## config.mk

```make
export PLATFORM = sky130hd
export DESIGN_NAME = mtd_cell
export DESIGN_NICKNAME = d
export VERILOG_FILES = /design/src/mtd_pkg.sv /design/src/mtd_cell.sv
export SDC_FILE = /design/constraint.sdc
export NUM_CORES = 2
export LEC_CHECK = 0
export CORE_MARGIN = 1
export CORE_UTILIZATION = 64
export CTS_BUF_LIST = sky130_fd_sc_hd__clkbuf_4 sky130_fd_sc_hd__clkbuf_8
export CTS_CLUSTER_DIAMETER = 150
export DETAILED_ROUTE_END_ITERATION = 8
export DONT_BUFFER_PORTS = 1
export PLACE_DENSITY = 0.8
export REMOVE_ABC_BUFFERS = 1
export SYNTH_ARGS = -nofsm -noshare
export SYNTH_HDL_FRONTEND = slang
export SYNTH_SLANG_ARGS = --single-unit
```

## constraint.sdc

```tcl
create_clock -name clock -period 13.1 [get_ports clock]
set_input_delay 3.93 -clock clock [delete_from_list [all_inputs] [get_ports clock]]
set_output_delay 3.93 -clock clock [all_outputs]
set_load 0.01 [all_outputs]
```

## src/mtd_pkg.sv

```systemverilog
// Shared types and constants of the multi-touch drag recogniser.
// No dependencies; every other file of the block imports this package.
`default_nettype none
package mtd_pkg;

   localparam int POS_W    = 16;
   localparam int TRV_W    = 17;
   localparam int THR_W    = 33;
   localparam int ID_W     = 8;
   localparam int REQ_W    = 4;
   localparam int KIND_W   = 2;
   localparam int CSR_IDX_W = 2;

   localparam logic [1:0] OP_DOWN = 2'd0;
   localparam logic [1:0] OP_MOVE = 2'd1;
   localparam logic [1:0] OP_UP   = 2'd2;

   localparam logic [1:0] EV_STARTED = 2'd0;
   localparam logic [1:0] EV_MOVED   = 2'd1;
   localparam logic [1:0] EV_ENDED   = 2'd2;

   localparam logic [CSR_IDX_W-1:0] REG_REQ_PTRS = 2'd0;
   localparam logic [CSR_IDX_W-1:0] REG_IN_KIND  = 2'd1;
   localparam logic [CSR_IDX_W-1:0] REG_THR_SQ   = 2'd2;

   typedef struct packed {
      logic [ID_W-1:0]         id;
      logic signed [POS_W-1:0] now_x;
      logic signed [POS_W-1:0] now_y;
      logic signed [POS_W-1:0] org_x;
      logic signed [POS_W-1:0] org_y;
      logic                    drag;
      logic                    eng;
   } cell_data_type;

   typedef struct packed {
      logic load;
      logic shift;
      logic sq;
      logic upd;
      logic eng_set;
      logic eng_clr;
   } cell_cmd_type;

   typedef struct packed {
      logic [ID_W-1:0]         id;
      logic signed [POS_W-1:0] x;
      logic signed [POS_W-1:0] y;
      logic [THR_W-1:0]        thr;
   } cell_bcast_type;

endpackage
`default_nettype wire

```

## src/mtd_cell.sv

```systemverilog
// One pointer slot of the table: identity, positions, drag and engage flags.
// Depends on mtd_pkg; takes its neighbour's contents when the table closes a gap.
`default_nettype none
module mtd_cell (
   input  wire                      clock,
   input  wire                      reset,
   input  mtd_pkg::cell_cmd_type    cmd,
   input  mtd_pkg::cell_bcast_type  bcast,
   input  mtd_pkg::cell_data_type   nxt,
   output mtd_pkg::cell_data_type   data,
   output logic                     match
);
   import mtd_pkg::*;

   cell_data_type     data_ff;
   logic [31:0]       dx2_ff, dy2_ff;
   logic signed [16:0] dx, dy;
   logic signed [33:0] px2, py2;
   logic [THR_W-1:0]  d2;

   assign dx    = {bcast.x[POS_W-1], bcast.x} - {data_ff.org_x[POS_W-1], data_ff.org_x};
   assign dy    = {bcast.y[POS_W-1], bcast.y} - {data_ff.org_y[POS_W-1], data_ff.org_y};
   assign px2   = dx * dx;
   assign py2   = dy * dy;
   assign d2    = {1'b0, dx2_ff} + {1'b0, dy2_ff};
   assign data  = data_ff;
   assign match = (data_ff.id == bcast.id);

   always_ff @(posedge clock) begin
      if (cmd.sq) begin
         dx2_ff <= px2[31:0];
         dy2_ff <= py2[31:0];
      end
      if (cmd.load) begin
         data_ff.id    <= bcast.id;
         data_ff.now_x <= bcast.x;
         data_ff.now_y <= bcast.y;
         data_ff.org_x <= bcast.x;
         data_ff.org_y <= bcast.y;
      end else if (cmd.shift) begin
         data_ff.id    <= nxt.id;
         data_ff.now_x <= nxt.now_x;
         data_ff.now_y <= nxt.now_y;
         data_ff.org_x <= nxt.org_x;
         data_ff.org_y <= nxt.org_y;
      end else if (cmd.upd) begin
         data_ff.now_x <= bcast.x;
         data_ff.now_y <= bcast.y;
      end
      if (reset) begin
         data_ff.drag <= 1'b0;
         data_ff.eng  <= 1'b0;
      end else if (cmd.load) begin
         data_ff.drag <= 1'b0;
         data_ff.eng  <= 1'b0;
      end else if (cmd.shift) begin
         data_ff.drag <= nxt.drag;
         data_ff.eng  <= nxt.eng;
      end else begin
         if (cmd.upd && (d2 > bcast.thr)) begin
            data_ff.drag <= 1'b1;
         end
         if (cmd.eng_clr) begin
            data_ff.eng <= 1'b0;
         end else if (cmd.eng_set) begin
            data_ff.eng <= 1'b1;
         end
      end
   end

endmodule
`default_nettype wire

```

==> flow_summary.toml <==
[route]
vias_per_cell = 5.750
via_count = 18990
detail_route.wl_per_cell_um = 19.28
drt_iter0_drc = 1324
ant_nets = 0
firstDrtPassIters = 6
drc = 0
drt-total-wl_um = 63700

[synthesis]
ys_seq_area_share_pct = 15.08
synth_area_per_cell_um2 = 9.788
synth_warnings = 0
netlist_area_mm2 = 0.02696
async_reset_ff_share_pct = 0
ys_seq_elements = 136
ys_types = 76
synth-edff-count = 134
synth_top_flop_cell = "edfxtp_1"
postSynthCellCount = 2754

[sta]
tns_ns = 0
worstMarginPinSlew_ns = 1.240
min_period_ns = 11.68
layout_setup_ws_ns = 1.416
hold_violations = 0
hold-worst-slack_ns = 0.7689
clock.fmax_ghz = 0.08559
setup_viol = 0
clock_skew_ns = 0.01566
max_slew_margin_pct = 17.16
slew_violations = 0
rsz0062_at_grt = "false"
period_share_pct = 89.19

[critical_path]
start_kind = "input port"
cpPeakStageDelay_ns = 0.55
critPathKind = "in2reg"
cp_slowest_cell = "fa_1"
cp_data_required_time_ns = 13.37
r2r-start = "data[19]"
end_kind = "flop"
cp-startpoint = "bcast[50]"
worstPathArrival_ns = 11.96
r2r_setup_slack_ns = 4.28
crit_fanout = 11
cp_common_cell = "fa_1"

[die]
dieArea_mm2 = 0.04294
fp.dieW_um = 207.2
io_pins = 230
die_h_um = 207.2
start_util_pct = 65.42
rows = 74
coreArea_mm2 = 0.04120

[final_layout]
area_delta_synth_final_pct = 4.298
drive_gt1_share_pct = 6.467
finalNetCount = 3680
fillers = 3153
final_util_pct = 68.24

[clock_tree]
clk_latency_ns = 0.52
h-tree-depth = 4
post_cts_resized = 0
cts_tree = "yes"
clock-root-buffer = "clkbuf_8"
path_clk_slew_ns = 0.09
cts_setup_buffers = 0
cts_buffers = 17
cts_sinks = 136
clockBufferDepth = 2
cts.hold.buffers_added = 0

[grt]
gr-total-overflow = 0
grt_pass1_vias = 20770
grtUsageTotal_pct = 31.23
grt_max_degree = 63
grt_pass1_wl_um = 103600
antenna_found_initial = 3

[place]
hpwl_um = 53910
place_worst_setup_slack_ns = 0.9983
gp_congestion = 0.9622
port_buffers = 0

[hold_path]
hp-class = "reg2reg"
min_from = "data[0]"

[run_status]
status = "finished clean"

[job]
maxCapViolCount = 0
## through the flow
stage,std cells,area (µm²)
after floorplan,2696,26730
after global placement,3268,27710
after detailed placement,3268,27710
after CTS,3300,28110
after global routing,3301,28110
final,3303,28110
## logic make-up (layout without fill, tap and decap cells)
logic type	after synthesis	after routing	share of synthesized area (%)
fa+ha+maj	770	770	50.17
mux	70	70	2.920
compound gates	282	282	7.176
simple gates	582	582	9.265
other cells	0	3	0
buf+inv	776	790	10.83
xor+xnor	138	138	4.567
flops	136	136	15.08
## critical path, delay by kind of cell
family / cells / cell delay [ns]
adder cells (fa/ha/maj): 8 / 3.67
AND/OR/NAND/NOR: 11 / 1.96
AO/OA/AOI/OAI: 6 / 1.89
buffers and inverters: 4 / 0.43
XOR/XNOR: 1 / 0.08
## routing by layer
metal | up-vias | wire (µm) | track usage (%)
li1 | 8469 | - | -
met1 | 9503 | 24240 | 39.88
met2 | 866 | 31520 | 52.63
met3 | 154 | 5626 | 6.082
met4 | 0 | 2310 | 12.58
met5 | - | 0 | 0
## final timing paths
check,end,cells after the start
worst max register to register,dx2_ff[31],31
worst max-delay path,dx2_ff[31],30
worst min-delay path,data[0],4
worst min register to register,data[0],4
## cell usage in the layout, fill, tap and decap left out, drive strengths merged, types with 4 or more instances in the layout
cell and instances:
inv 720, clkinv 10, or3 8, o31a 4, nor2 258, o21a 34
nor3 29, a211oi 7, a21o 42, xnor2 100, mux2 69, o31ai 9
xor2 38, ha 252, nor2b 25, buf 40, nand3 12, edfxtp 134
a21oi 84, o21bai 12, fa 518, and3 9, nand4 18, nand2 189
or2 6, clkbuf 17, o21ai 56, nand2b 16
## flip-flops by register name (all words and copies together), names as in the netlist
register / flops
data: 74
dx2_ff: 31
dy2_ff: 31
## synthesized netlist by cell type, types with 11 or more instances
library cell | count | area [µm²]
fa_1 | 518 | 10370
nand4_1 | 18 | 112.6
inv_1 | 705 | 2646
mux2_2 | 69 | 777.0
nor2_1 | 258 | 968.4
a21oi_1 | 80 | 400.4
xor2_1 | 37 | 324.1
a21o_1 | 41 | 307.8
nand2_1 | 189 | 709.4
nand3_1 | 12 | 60.06
o21a_1 | 34 | 255.2
o21ai_0 | 48 | 240.2
nor3_1 | 29 | 145.1
nand2b_1 | 16 | 100.1
ha_1 | 252 | 3153
clkbuf_1 | 50 | 187.7
edfxtp_1 | 134 | 4024
o21bai_1 | 11 | 82.58
nor2b_1 | 25 | 156.4
xnor2_1 | 98 | 858.3
## area by class of cell
class                           instances  area [µm²]  area share, %
Multi-Input combinational cell       1842       19980          71.07
Sequential cell                       136        4064          14.45
Inverter                              718        2695          9.586
Tap cell                              532       665.6          2.368
Timing Repair Buffer                   40       300.3          1.068
Clock buffer                           17       234.0         0.8322
Clock inverter                         15       166.4         0.5919
Antenna cell                            3       7.507        0.02670
Power is left out: the tool's default activity adds up to more than one toggle a clock period on the data nets, which glitch-free logic cannot reach.
