==> src/mtd_pkg.sv <==
// Shared types and constants of the multi-touch drag recogniser.
// No dependencies; every other file of the block imports this package.
`default_nettype none
package mtd_pkg;

   localparam int POS_W    = 16;
   localparam int TRV_W    = 17;
   localparam int THR_W    = 33;
   localparam int ID_W     = 8;
   localparam int REQ_W    = 4;
   localparam int KIND_W   = 2;
   localparam int CSR_IDX_W = 2;

   localparam logic [1:0] OP_DOWN = 2'd0;
   localparam logic [1:0] OP_MOVE = 2'd1;
   localparam logic [1:0] OP_UP   = 2'd2;

   localparam logic [1:0] EV_STARTED = 2'd0;
   localparam logic [1:0] EV_MOVED   = 2'd1;
   localparam logic [1:0] EV_ENDED   = 2'd2;

   localparam logic [CSR_IDX_W-1:0] REG_REQ_PTRS = 2'd0;
   localparam logic [CSR_IDX_W-1:0] REG_IN_KIND  = 2'd1;
   localparam logic [CSR_IDX_W-1:0] REG_THR_SQ   = 2'd2;

   typedef struct packed {
      logic [ID_W-1:0]         id;
      logic signed [POS_W-1:0] now_x;
      logic signed [POS_W-1:0] now_y;
      logic signed [POS_W-1:0] org_x;
      logic signed [POS_W-1:0] org_y;
      logic                    drag;
      logic                    eng;
   } cell_data_type;

   typedef struct packed {
      logic load;
      logic shift;
      logic sq;
      logic upd;
      logic eng_set;
      logic eng_clr;
   } cell_cmd_type;

   typedef struct packed {
      logic [ID_W-1:0]         id;
      logic signed [POS_W-1:0] x;
      logic signed [POS_W-1:0] y;
      logic [THR_W-1:0]        thr;
   } cell_bcast_type;

endpackage
`default_nettype wire

==> src/mtd_div.sv <==
// Restoring divider, one quotient bit a cycle, truncating toward zero.
// Depends on mtd_pkg for the divisor width.
`default_nettype none
module mtd_div #(
   parameter int W = 20
) (
   input  wire                             clock,
   input  wire                             reset,
   input  wire                             start,
   input  wire signed [W-1:0]              dividend,
   input  wire [mtd_pkg::REQ_W-1:0]        divisor,
   output logic                            busy,
   output logic signed [W-1:0]             quotient
);
   import mtd_pkg::*;

   localparam int CW = $clog2(W + 1);

   logic [W-1:0]     q_ff;
   logic [REQ_W-1:0] rem_ff;
   logic [REQ_W-1:0] d_ff;
   logic             neg_ff;
   logic             busy_ff;
   logic [CW-1:0]    cnt_ff;
   logic [REQ_W:0]   rem_sh;
   logic             take;

   assign rem_sh   = {rem_ff, q_ff[W-1]};
   assign take     = (rem_sh >= {1'b0, d_ff});
   assign busy     = busy_ff;
   assign quotient = neg_ff ? -$signed(q_ff) : $signed(q_ff);

   always_ff @(posedge clock) begin
      if (reset) begin
         busy_ff <= 1'b0;
      end else if (start) begin
         busy_ff <= 1'b1;
         cnt_ff  <= CW'(W);
         q_ff    <= dividend[W-1] ? W'(-dividend) : W'(dividend);
         neg_ff  <= dividend[W-1];
         rem_ff  <= '0;
         d_ff    <= divisor;
      end else if (busy_ff) begin
         rem_ff  <= take ? REQ_W'(rem_sh - {1'b0, d_ff}) : rem_sh[REQ_W-1:0];
         q_ff    <= {q_ff[W-2:0], take};
         cnt_ff  <= cnt_ff - 1'b1;
         busy_ff <= (cnt_ff != CW'(1));
      end
   end

endmodule
`default_nettype wire

==> config.mk <==
export PLATFORM = sky130hd
export DESIGN_NAME = mtd_div
export DESIGN_NICKNAME = d
export VERILOG_FILES = /design/src/mtd_pkg.sv /design/src/mtd_div.sv
export SDC_FILE = /design/constraint.sdc
export NUM_CORES = 1
export LEC_CHECK = 0
export ABC_AREA = 1
export BUFFER_PORTS_ARGS = -buffer_cell sky130_fd_sc_hd__buf_2
export CAP_MARGIN = 25
export CORE_ASPECT_RATIO = 0.9
export CORE_MARGIN = 2
export CORE_UTILIZATION = 55
export CTS_BUF_LIST = sky130_fd_sc_hd__clkbuf_8
export DETAILED_ROUTE_END_ITERATION = 7
export PLACE_DENSITY_LB_ADDON = 0.12
export SKIP_CTS_REPAIR_TIMING = 1
export SLEW_MARGIN = 25
export SYNTH_ARGS = -nofsm -noshare
export SYNTH_HDL_FRONTEND = slang
export SYNTH_SLANG_ARGS = --single-unit
==> constraint.sdc <==
create_clock -name clock -period 2.9 [get_ports clock]
set_input_delay 0.58 -clock clock [delete_from_list [all_inputs] [get_ports clock]]
set_output_delay 0.58 -clock clock [all_outputs]
set_load 0.01 [all_outputs]
==> flow_summary_export.csv <==
group,metric,value,unit
global_routing,grt_pass1_vias,2239,
timing,period_needed,2.38,ns
clock_tree,clkTransAtPathRegs,0.07,ns
timing,worst_pin_slew,0.537,ns
global_routing,grt_usage,0.237,
drt,via_per_inst,5.27,
layout,final_cell_count_no_fill,450,
worst_hold_path,min_path_type,"primary input to flip-flop",
drt,postRouteAntennaNets,0,
floorplanning,dieArea,5380,sq um
timing,post-route-period-util,0.820,
logic_synthesis,synth_cells,340,
clock_tree,cts_buffer_depth,2,
worst_setup_path,cp_slowest_cell,"edfxtp_1",
floorplanning,num_rows,23,
drt,wl_per_cell,12.9,um
logic_synthesis,syn-num-nets,376,
worst_setup_path,max_stage_delay,0.40,ns
drt,first_pass_iters,4,
logic_synthesis,synth_seq_cells,35,
global_routing,antenna_found_initial,0,
worst_setup_path,worstPathCellList,"inv_2 > ha_1 > nand2_2 > nor2_4 > nand4_1 > nand2_1 > xor2_1 > buf_2",
place,place_congestion,0.852,
worst_setup_path,cp.required,2.32,ns
timing,fin_worst_skew,0.00604,ns
clock_tree,cts_tree,"yes",
floorplanning,die_y,69.8,um
place,portBuffers,47,
worst_setup_path,cp-end-kind,"output pin",
timing,finalHoldViolCount,0,
pwr,p_leak,1.39,nW
logic_synthesis,postSynthAreaPerCell,7.78,sq um
clock_tree,numCtsBuffers,5,
clock_tree,cts_max_level,2,
logic_synthesis,ys.warnings.count,0,
floorplanning,initial_core_util,0.581,
timing,tns,0,ns
global_routing,grt.overflow.total,0,
worst_setup_path,arrival,1.80,ns
run,max_cap_viol_count,0,
timing,rsz0062_at_grt,"no",
drt,route.detailed.drc,0,
floorplanning,die_x,77.1,um
timing,slew_headroom,0.641,
layout,syn2layout_area_growth,13.9,%
place,dp_hpwl,4.45,mm
drt,drt-total-wl,5.80,mm
floorplanning,ios,48,
timing,finalMaxSlewViolations,0,
clock_tree,cts_root_buffer,"clkbuf_8",
logic_synthesis,yosysUniqueCellTypes,34,
pwr,power_density,436,nW/um^2
drt,drtIter0Drc,149,
worst_setup_path,worst-path-max-fanout,4,
timing,setup_viol,0,
global_routing,grt_max_degree,31,
layout,nets,423,
place,dp_cells,442,
clock_tree,numClockSinks,35,
timing,fmaxAchievable,420,MHz
pwr,peakVddDrop,0.000186,V
drt,vias,2370,
layout,diodes,0,
floorplanning,core_area,4550,sq um
worst_setup_path,crit_path_start_kind,"flip-flop",
layout,drive_above_1_share,0.232,
logic_synthesis,netlist_area,2640,sq um
global_routing,grt_pass1_wl,10.2,mm
outcome,status,"finished clean",
clock_tree,clk_latency,0.29,ns
logic_synthesis,ys_seq_area_frac,0.394,
pwr,fin_total_pwr,0.00131,W
worst_setup_path,critPathKind,"flip-flop to output pin",
per-stage QoR:
stage / hold slack [ns] / worst slack (ns) / utilization / area [sq um]
floorplan: 0.547 / 0.428 / - / 2640
global placement: 0.585 / 0.908 / 0.644 / 2930
detailed placement: 0.575 / 0.843 / 0.644 / 2930
CTS: 0.447 / 0.518 / 0.662 / 3010
global route: 0.441 / 0.338 / 0.662 / 3010
finish: 0.456 / 0.522 / 0.662 / 3010
where the power goes:
part           total (W)  switching [W]  internal (W)
clock           0.000344       0.000180      0.000164
combinational   0.000328       0.000200      0.000128
sequential      0.000641      0.0000353      0.000605
registers in the layout (all words and copies together) (netlist names):
register,cells
q_ff,20
cnt_ff,5
d_ff,4
rem_ff,4
busy,1
neg_ff,1
worst max-delay path: cells and delay by family, from the launching register on:
family                     cells  cell delay (ns)
and+or+nand+nor                4             0.47
xor gates and xnor gates       1             0.18
DFF                            1             0.40
buffers and inverters          2             0.26
adders and majority gates      1             0.18
metal layers:
metal | share of wire | global-route usage | up-vias
met4 | 0.019 | 0.101 | 0
met1 | 0.45 | 0.311 | 1074
li1 | - | - | 1209
met5 | 0 | 0 | -
met3 | 0.061 | 0.0547 | 10
met2 | 0.47 | 0.376 | 77
path summary, 6_finish.rpt:
path               from      endpoint  slack, ns  cells after the start
max             q_ff[0]  quotient[14]       0.52                      8
min          divisor[0]       d_ff[0]       0.46                      1
max reg2reg   rem_ff[1]     rem_ff[1]       1.17                      7
min reg2reg     q_ff[1]       q_ff[2]       0.60                      2
layout make-up:
class                           count  area [sq um]
Fill cell                         425          1540
Multi-Input combinational cell    252          1390
Sequential cell                    35          1040
Timing Repair Buffer               49           250
Inverter                           44           165
Tap cell                           62          77.6
Clock buffer                        5          68.8
Clock inverter                      3          15.0
cell families after synthesis:
| logic type | after synthesis | share of synthesized area |
|---|---|---|
| DFF | 35 | 0.394 |
| and+or+nand+nor | 182 | 0.324 |
| AOI/OAI and AO/OA | 40 | 0.0871 |
| buffers and inverters | 53 | 0.0805 |
| xor gates and xnor gates | 21 | 0.0696 |
| adders and majority gates | 9 | 0.0454 |
Yosys cell counts (all sizes together):
library cell   n  area share
xor2          13       0.043
xnor2          8       0.027
or2            1      0.0024
ha             8       0.038
o22ai          2      0.0047
nor4           1      0.0024
nor2          49       0.086
a31oi          3      0.0071
dfxtp          1      0.0076
buf            7       0.015
edfxtp        34        0.39
fa             1      0.0076
nand3         34       0.072
inv           44       0.062
a21oi          7       0.013
o21a           1      0.0028
nor3           3      0.0076
o31ai          3      0.0085
clkbuf         2      0.0028
o21ai         23       0.048
nand3b         4       0.011
o211ai         1      0.0028
nand2         85        0.13
nand4          5       0.014
cells in the final DEF (no fill, tap or decap), types with 3 or more instances in the layout:
cell       n
nand2_2    8
inv_1     38
nor2_2     9
clkbuf_8   5
xor2_1    13
nand4_1    4
buf_2     47
nor2_4     3
edfxtp_1  34
o31ai_1    3
o21ai_0   12
nor2_1    37
clkinv_2   3
xnor2_1    8
nand2_1   77
a21oi_1    7
nand3b_1   4
nand3_2    4
inv_2      6
nand3_1   30
a31oi_1    3
o21ai_1   10
ha_1       8
No activity file was read; power rests on OpenSTA's default activity.
